## config.mk

```make
export PLATFORM = sky130hd
export DESIGN_NAME = sgb_pass
export DESIGN_NICKNAME = d
export VERILOG_FILES = /design/src/rtl/sgb_pkg.sv /design/src/rtl/sgb_pass.sv
export SDC_FILE = /design/constraint.sdc
export NUM_CORES = 2
export LEC_CHECK = 0
export BUFFER_PORTS_ARGS = -buffer_cell sky130_fd_sc_hd__clkbuf_2
export CAP_MARGIN = 20
export CORE_ASPECT_RATIO = 1.1
export CORE_MARGIN = 10
export CORE_UTILIZATION = 60
export DETAILED_ROUTE_END_ITERATION = 10
export GPL_ROUTABILITY_DRIVEN = 0
export GPL_TIMING_DRIVEN = 0
export PLACE_DENSITY = 0.77
export SETUP_SLACK_MARGIN = 0.4
export SLEW_MARGIN = 20
export SYNTH_ARGS = -nofsm -noshare
export SYNTH_HDL_FRONTEND = slang
export SYNTH_SLANG_ARGS = --single-unit
```

## constraint.sdc

```tcl
create_clock -name clk -period 9.4 [get_ports clk]
set_input_delay 0.94 -clock clk [delete_from_list [all_inputs] [get_ports clk]]
set_output_delay 0.94 -clock clk [all_outputs]
set_load 0.01 [all_outputs]
```

## src/rtl/sgb_pkg.sv

```systemverilog
// Shared constants, payload types and the Gaussian weight table of the blur.
// Used by every file under rtl; depends on nothing.
package sgb_pkg;

	localparam int MAX_WIDTH        = 2048;
	localparam int MAX_SIGMA        = 2;
	localparam int WEIGHT_BITS      = 16;
	localparam int TABLE_SIGMAS     = 2;
	localparam int RADIUS_PER_SIGMA = 3;
	localparam int MAX_RADIUS       = RADIUS_PER_SIGMA * MAX_SIGMA;
	localparam int STORE_ROWS       = 2 * MAX_RADIUS;
	localparam int TAPS             = 2 * MAX_RADIUS + 1;
	localparam int HALF             = MAX_RADIUS + 1;
	localparam int TABLE_LEN        = 7;

	localparam int COL_BITS  = $clog2(MAX_WIDTH);
	localparam int WID_BITS  = $clog2(MAX_WIDTH + 1);
	localparam int ROW_BITS  = 17;
	localparam int SLOT_BITS = $clog2(STORE_ROWS);
	localparam int SPAN_BITS = $clog2(STORE_ROWS + 1);
	localparam int RAD_BITS  = $clog2(MAX_RADIUS + 1);
	localparam int DSEL_BITS = $clog2(TAPS);
	localparam int LAG_BITS  = $clog2(MAX_RADIUS * MAX_WIDTH + MAX_RADIUS + 1);

	typedef logic [1:0] cfg_idx_t;
	localparam cfg_idx_t REG_IMAGE_WIDTH  = 2'd0;
	localparam cfg_idx_t REG_IMAGE_HEIGHT = 2'd1;
	localparam cfg_idx_t REG_SIGMA        = 2'd2;

	localparam logic OP_PIXEL = 1'b0;
	localparam logic OP_FLUSH = 1'b1;

	// red in the low byte, blue in the high byte
	typedef logic [23:0] pix_t;

	typedef struct packed {
		logic       op;
		logic [7:0] red_in;
		logic [7:0] green_in;
		logic [7:0] blue_in;
	} in_word_t;

	typedef struct packed {
		logic [7:0] red_out;
		logic [7:0] green_out;
		logic [7:0] blue_out;
		logic       frame_last;
	} out_word_t;

	// half kernels in Q0.16, centre outward, sigma 1 then sigma 2
	localparam logic [15:0] HALF_KERNEL [TABLE_SIGMAS][TABLE_LEN] = '{
		'{16'd26152, 16'd15862, 16'd3539, 16'd291, 16'd0, 16'd0, 16'd0},
		'{16'd13086, 16'd11548, 16'd7937, 16'd4248, 16'd1771, 16'd575, 16'd145}
	};

	// weight at distance d from the centre; zero past the radius of sigma
	function automatic logic [WEIGHT_BITS-1:0] kernel_weight(input logic sidx, input int d);
		logic [31:0] w;
		w = '0;
		if (d <= RADIUS_PER_SIGMA * (int'(sidx) + 1) && d < TABLE_LEN) begin
			w = {16'd0, HALF_KERNEL[sidx][d]};
			if (WEIGHT_BITS >= 16)
				w = w << (WEIGHT_BITS - 16);
			else
				w = (w + (32'd1 << (15 - WEIGHT_BITS))) >> (16 - WEIGHT_BITS);
		end
		return w[WEIGHT_BITS-1:0];
	endfunction

endpackage

```

## src/rtl/sgb_pass.sv

```systemverilog
// One blur pass over TAPS RGB samples: fold symmetric taps, one multiplier lane per
// distance and channel, then a registered adder tree with truncate and saturate.
// Four register stages; depends on sgb_pkg.
module sgb_pass (
	input  logic          clk,
	input  logic          en,
	input  logic          sidx,
	input  sgb_pkg::pix_t taps [sgb_pkg::TAPS],
	output sgb_pkg::pix_t result
);
	import sgb_pkg::*;

	localparam int PROD_BITS = 9 + WEIGHT_BITS;
	localparam int ACC_BITS  = PROD_BITS + $clog2(HALF + 1);
	localparam int LO_COUNT  = (HALF + 1) / 2;

	logic [8:0]           fold_d [3][HALF];
	logic [8:0]           fold_s1 [3][HALF];
	logic [PROD_BITS-1:0] prod_d [3][HALF];
	logic [PROD_BITS-1:0] prod_s2 [3][HALF];
	logic [ACC_BITS-1:0]  part_d [3][2];
	logic [ACC_BITS-1:0]  part_s3 [3][2];
	pix_t                 res_d;
	pix_t                 res_s4;

	always_comb begin
		for (int ch = 0; ch < 3; ch++) begin
			for (int d = 0; d < HALF; d++) begin
				if (d == 0)
					fold_d[ch][d] = {1'b0, taps[MAX_RADIUS][8*ch +: 8]};
				else
					fold_d[ch][d] = {1'b0, taps[MAX_RADIUS+d][8*ch +: 8]}
						+ {1'b0, taps[MAX_RADIUS-d][8*ch +: 8]};
			end
		end
	end

	always_comb begin
		for (int ch = 0; ch < 3; ch++)
			for (int d = 0; d < HALF; d++)
				prod_d[ch][d] = PROD_BITS'(fold_s1[ch][d])
					* PROD_BITS'(kernel_weight(sidx, d));
	end

	always_comb begin
		for (int ch = 0; ch < 3; ch++) begin
			part_d[ch][0] = '0;
			part_d[ch][1] = '0;
			for (int d = 0; d < HALF; d++) begin
				if (d < LO_COUNT)
					part_d[ch][0] = part_d[ch][0] + ACC_BITS'(prod_s2[ch][d]);
				else
					part_d[ch][1] = part_d[ch][1] + ACC_BITS'(prod_s2[ch][d]);
			end
		end
	end

	always_comb begin
		logic [ACC_BITS-1:0] total;
		logic [ACC_BITS-1:0] v;
		res_d = '0;
		for (int ch = 0; ch < 3; ch++) begin
			total = part_s3[ch][0] + part_s3[ch][1];
			v = total >> WEIGHT_BITS;
			res_d[8*ch +: 8] = (v > ACC_BITS'(255)) ? 8'hFF : v[7:0];
		end
	end

	always_ff @(posedge clk) begin
		if (en) begin
			fold_s1 <= fold_d;
			prod_s2 <= prod_d;
			part_s3 <= part_d;
			res_s4  <= res_d;
		end
	end

	assign result = res_s4;

endmodule

```

; Word-level counts from Yosys, hierarchy flattened
; Cells that the tools add are included.
; Widths: inputs -> output; s select.
[word_totals]
regBits = 903
input_bits = 315
output_inout_bits = 24
wordCells = 132
[op_classes]
n_addsub = 37
mul = 22
order_cmp = 11
n_mux = 10
bitwise_logic = 1
[ops]
columns = operator, n
row1 = $mul 9x16->25, 18
row2 = $mux 112, 2
row3 = $add 26x25->27, 6
row4 = $add 8x8->9, 18
row5 = $add 25x25->26, 6
row6 = $mux 16, 7
row7 = $mux 111, 1
row8 = $le 4x32->1 const A, 3
row9 = $add 27x25->28, 3
row10 = $add 28x28->28, 3
row11 = $mul 8x16->24, 3
row12 = $le 3x32->1 const A, 2
row13 = $gt 12x8->1 const B, 3
row14 = $le 1x32->1 const A, 1
row15 = $le 2x32->1 const A, 1
row16 = $mul 2x2->4 const A, 1
row17 = $add 1x1->2 const B, 1
row18 = $ge 2x2->1 const B, 1
row19 = $not 1->2, 1

; Depth between registers and ports, before layout
[depth]
depth_word = 6
depth_mapped = 26
depth_no_buf = 22

; Worst setup path before layout
; Ideal clock, no wire load.
[synth_timing]
path_type = input port to flip-flop
startpoint = input sidx
endpoint = register prod_s2[323] (netlist bit), data pin
setup_time_ps = 258
arrival_ps = 6591
t_required_ps = 9142
slack_ps = 2551
cell_stages = 21
path_buffers = 5
cell_sequence = clkbuf_1 -> clkbuf_1 -> clkbuf_1 -> clkbuf_1 -> clkbuf_1 -> nor2_1 -> fa_1 -> fa_1 -> fa_1 -> inv_1 -> fa_1 -> inv_1 -> ha_1 -> a2111oi_0 -> a211oi_1 -> o21ai_1 -> a211oi_1 -> or4_1 -> a31o_1 -> a21oi_1 -> xnor2_1
[synth_rtl]
columns = element, line_no
row1 = from (decl), sgb_pass.sv:7  ; input logic sidx,
row2 = to (signal assigned), sgb_pass.sv:72  ; prod_s2 <= prod_d;
row3 = to (decl), sgb_pass.sv:20  ; logic [PROD_BITS-1:0] prod_s2 [3][HALF];

==> run summary <==
Port Buffers = 337
vias per std cell = 5.465
1st-iter DRT viols = 3459
arrival time worst endpoint = 9.14 ns
Reg area = 24410 µm²
fillers = 10608
Adder-Cell Fraction of Synth Area = 0.4282
critical path type = in -> reg
post-CTS setup buffers = 0
Max Slew Vio Count = 0
synthesis-to-finish area growth = 9.017%
flop2flop setup slack = 3.15 ns
simple-gate share of the synthesized area = 0.07060
Multi-input gate area = 54710 µm²
status = finished clean
FF+latch count, synth = 813
Worst-Margin Slew = 1.180 ns
RSZ-0062 raised after global routing = no
Critical Path Start = sidx
ys async rst share = 0
largest net degree at the start of global routing = 100
final hold slack = 0.3934 ns
Synth Flop Type = edfxtp_1
chip height = 416.8 µm
row count = 145
top cells by area, synth = edfxtp_1 (28%), fa_1 (23%), ha_1 (20%)
Synth top cells by count = inv_1 (1796), ha_1 (1384), fa_1 (972), edfxtp_1 (813), xnor2_1 (399)
First-pass DRT Iterations = 5
total wire length = 197.1 mm
die width = 380.7 µm
Skew-Pair Late Insertion Delay = 0.72 ns
Ys Warns = 0
GRT Residual Overflow = 0
CTS H-tree lvls = 3
Worst EP required = 9.87 ns
Fin. Hold Viols = 0
kind of start point of the critical path = input port
CTS Hold Bufs = 0
R2R depth = 17
initial core utilization = 0.6046
area leader, netlist = edfxtp_1
post-synthesis mux area share = 0.0003497
fin crit share = 0.9226
HP Class = in -> reg
Max Clk Rate = 0.1153 GHz
core area = 142100 µm²
Syn Inst Count = 7886
first-pass GRT wire length = 317.2 mm
Yosys cell types = 76
FF-to-FF End = prod_s2[323]
EDFF count, synth = 813
# clock sinks = 813
Resize count post-CTS = 0
CP Capture Type = register
Critical Path End = prod_s2[323]
Final min period = 8.672 ns
most common cell in the netlist = inv_1
worst-path maximum fanout = 11
sequential cell area fraction in the yosys report = 0.2843
RR Startpoint = fold_s1[113]
vias in the first global route = 60650
Synth Area in XOR/XNOR = 0.05211
wire length per cell = 19.02 µm
area fraction of the dominant cell type after synthesis = 0.2843
Routed Antenna Nets = 0
Clock transition at path regs = 0.06 ns
Mapped Avg Cell Area = 10.89 µm²
nets = 11040
GRT Util Overall = 0.2511
HPWL after detailed placement = 163.0 mm
Root Driver = clkbuf_16
# IOs = 339
final setup vio count = 0
combinational family with the most area after synthesis = adder cells
via count = 56612
clk_skew = 0.02433 ns
layout cells sized above 1 = 0.06657
clock tree buffer depth = 3
maxcap violations = 0
Slew HR = 0.2131
Compound-Gate Fraction of Synth Area = 0.08395
DRC = 0
CTS tree = built
CTS Buf Count = 92
initial antenna violation count = 12
die area = 158700 µm²
mapped cell area = 85880 µm²
==> layer usage <==
layer	up-vias	track usage	wire, µm
met2	1509	0.4271	95060
met3	392	0.04180	12100
met4	4	0.1072	8824
met5	-	0	32
li1	26912	-	-
met1	27795	0.3164	81050
==> per-stage QoR <==
| step | instances | utilization | area (µm²) | setup TNS (ns) | setup WS, ns |
|---|---|---|---|---|---|
| after floorplan | 7925 | - | 86030 | 0 | 2.551 |
| after global placement | 10173 | 0.6343 | 90110 | -5301.84 | -6.506 |
| after detailed placement | 10186 | 0.6371 | 90500 | 0 | 0.2067 |
| after CTS | 10353 | 0.6590 | 93610 | 0 | 0.9384 |
| after global routing | 10353 | 0.6590 | 93610 | 0 | 0.5859 |
| final | 10359 | 0.6591 | 93630 | 0 | 0.7280 |
==> logic make-up after synthesis <==
group | after synthesis
xor+xnor | 511
other cells | 2
fa+ha+maj | 2356
flops | 813
buf+inv | 1840
simple gates | 1222
mux | 3
compound gates | 1139
==> sequential cells by signal (all words and copies together) (netlist names) <==
name	count
result	24
prod_s2	453
fold_s1	186
part_s3	150
==> worst min-delay path by stage <==
stage	depth (start not counted)	end	slack, ns	startpoint
2_1_floorplan	0	prod_s2[100]	0.51	fold_s1[36]
3_3_place_gp	1	part_s3[84]	0.52	prod_s2[275]
3_5_place_dp	1	part_s3[84]	0.55	prod_s2[275]
4_1_cts	1	fold_s1[123]	0.34	taps[158]
5_1_grt	1	fold_s1[123]	0.36	taps[158]
6_report	1	fold_s1[123]	0.39	taps[158]
==> final cells by class <==
type                       count  area share
inverter                    1799     0.07214
clock buffer                  99     0.02510
multi-input combinational   5272      0.5843
antenna                        6   0.0001604
clock inverter                68    0.008098
timing repair buffer         350     0.02193
buffer                        41    0.001964
sequential                   813      0.2608
tap                         1911     0.02554
==> critical path, cell delays in order <==
cell and delay, ns:
clkbuf_1 0.44, clkbuf_2 0.62, clkbuf_2 0.59, clkbuf_2 0.63
clkbuf_2 0.65, nor2_1 0.31, fa_1 0.61, fa_1 0.45
fa_1 0.54, inv_1 0.06, fa_1 0.53, inv_1 0.04
ha_1 0.36, a2111oi_0 0.81, a211oi_1 0.21, o21ai_1 0.23
a211oi_1 0.12, or4_1 0.44, a31o_1 0.23, a21oi_1 0.17
xnor2_1 0.08
==> cells in the final DEF (no fill, tap or decap), types with 18 or more instances in the layout <==
cell       netlist  routed
nand2b_1       117     117
nand2_1        250     250
fa_1           972     972
nor3_1          92      92
edfxtp_1       813     813
o21bai_1        89      89
clkbuf_2         0     360
o21ai_1         74      74
o21ai_0        141     141
nor2b_1        118     118
a21o_1         169     169
nand3_1         70      70
clkbuf_16        0      93
xnor2_1        399     399
clkinv_1         1      18
xor2_1         112     112
or3_1           25      25
o211ai_1        19      19
nor2_1         316     316
a31oi_1         36      36
a21oi_1        381     381
ha_1          1384    1384
a211oi_1        25      25
clkbuf_1        40      22
and3_1          39      39
conb_1           2      41
or2_2           30      30
o21a_1          57      57
and2_1         123     123
inv_1         1796    1796
Power is left out: the tool's default activity adds up to more than one toggle a clock period on the data nets, which glitch-free logic cannot reach.
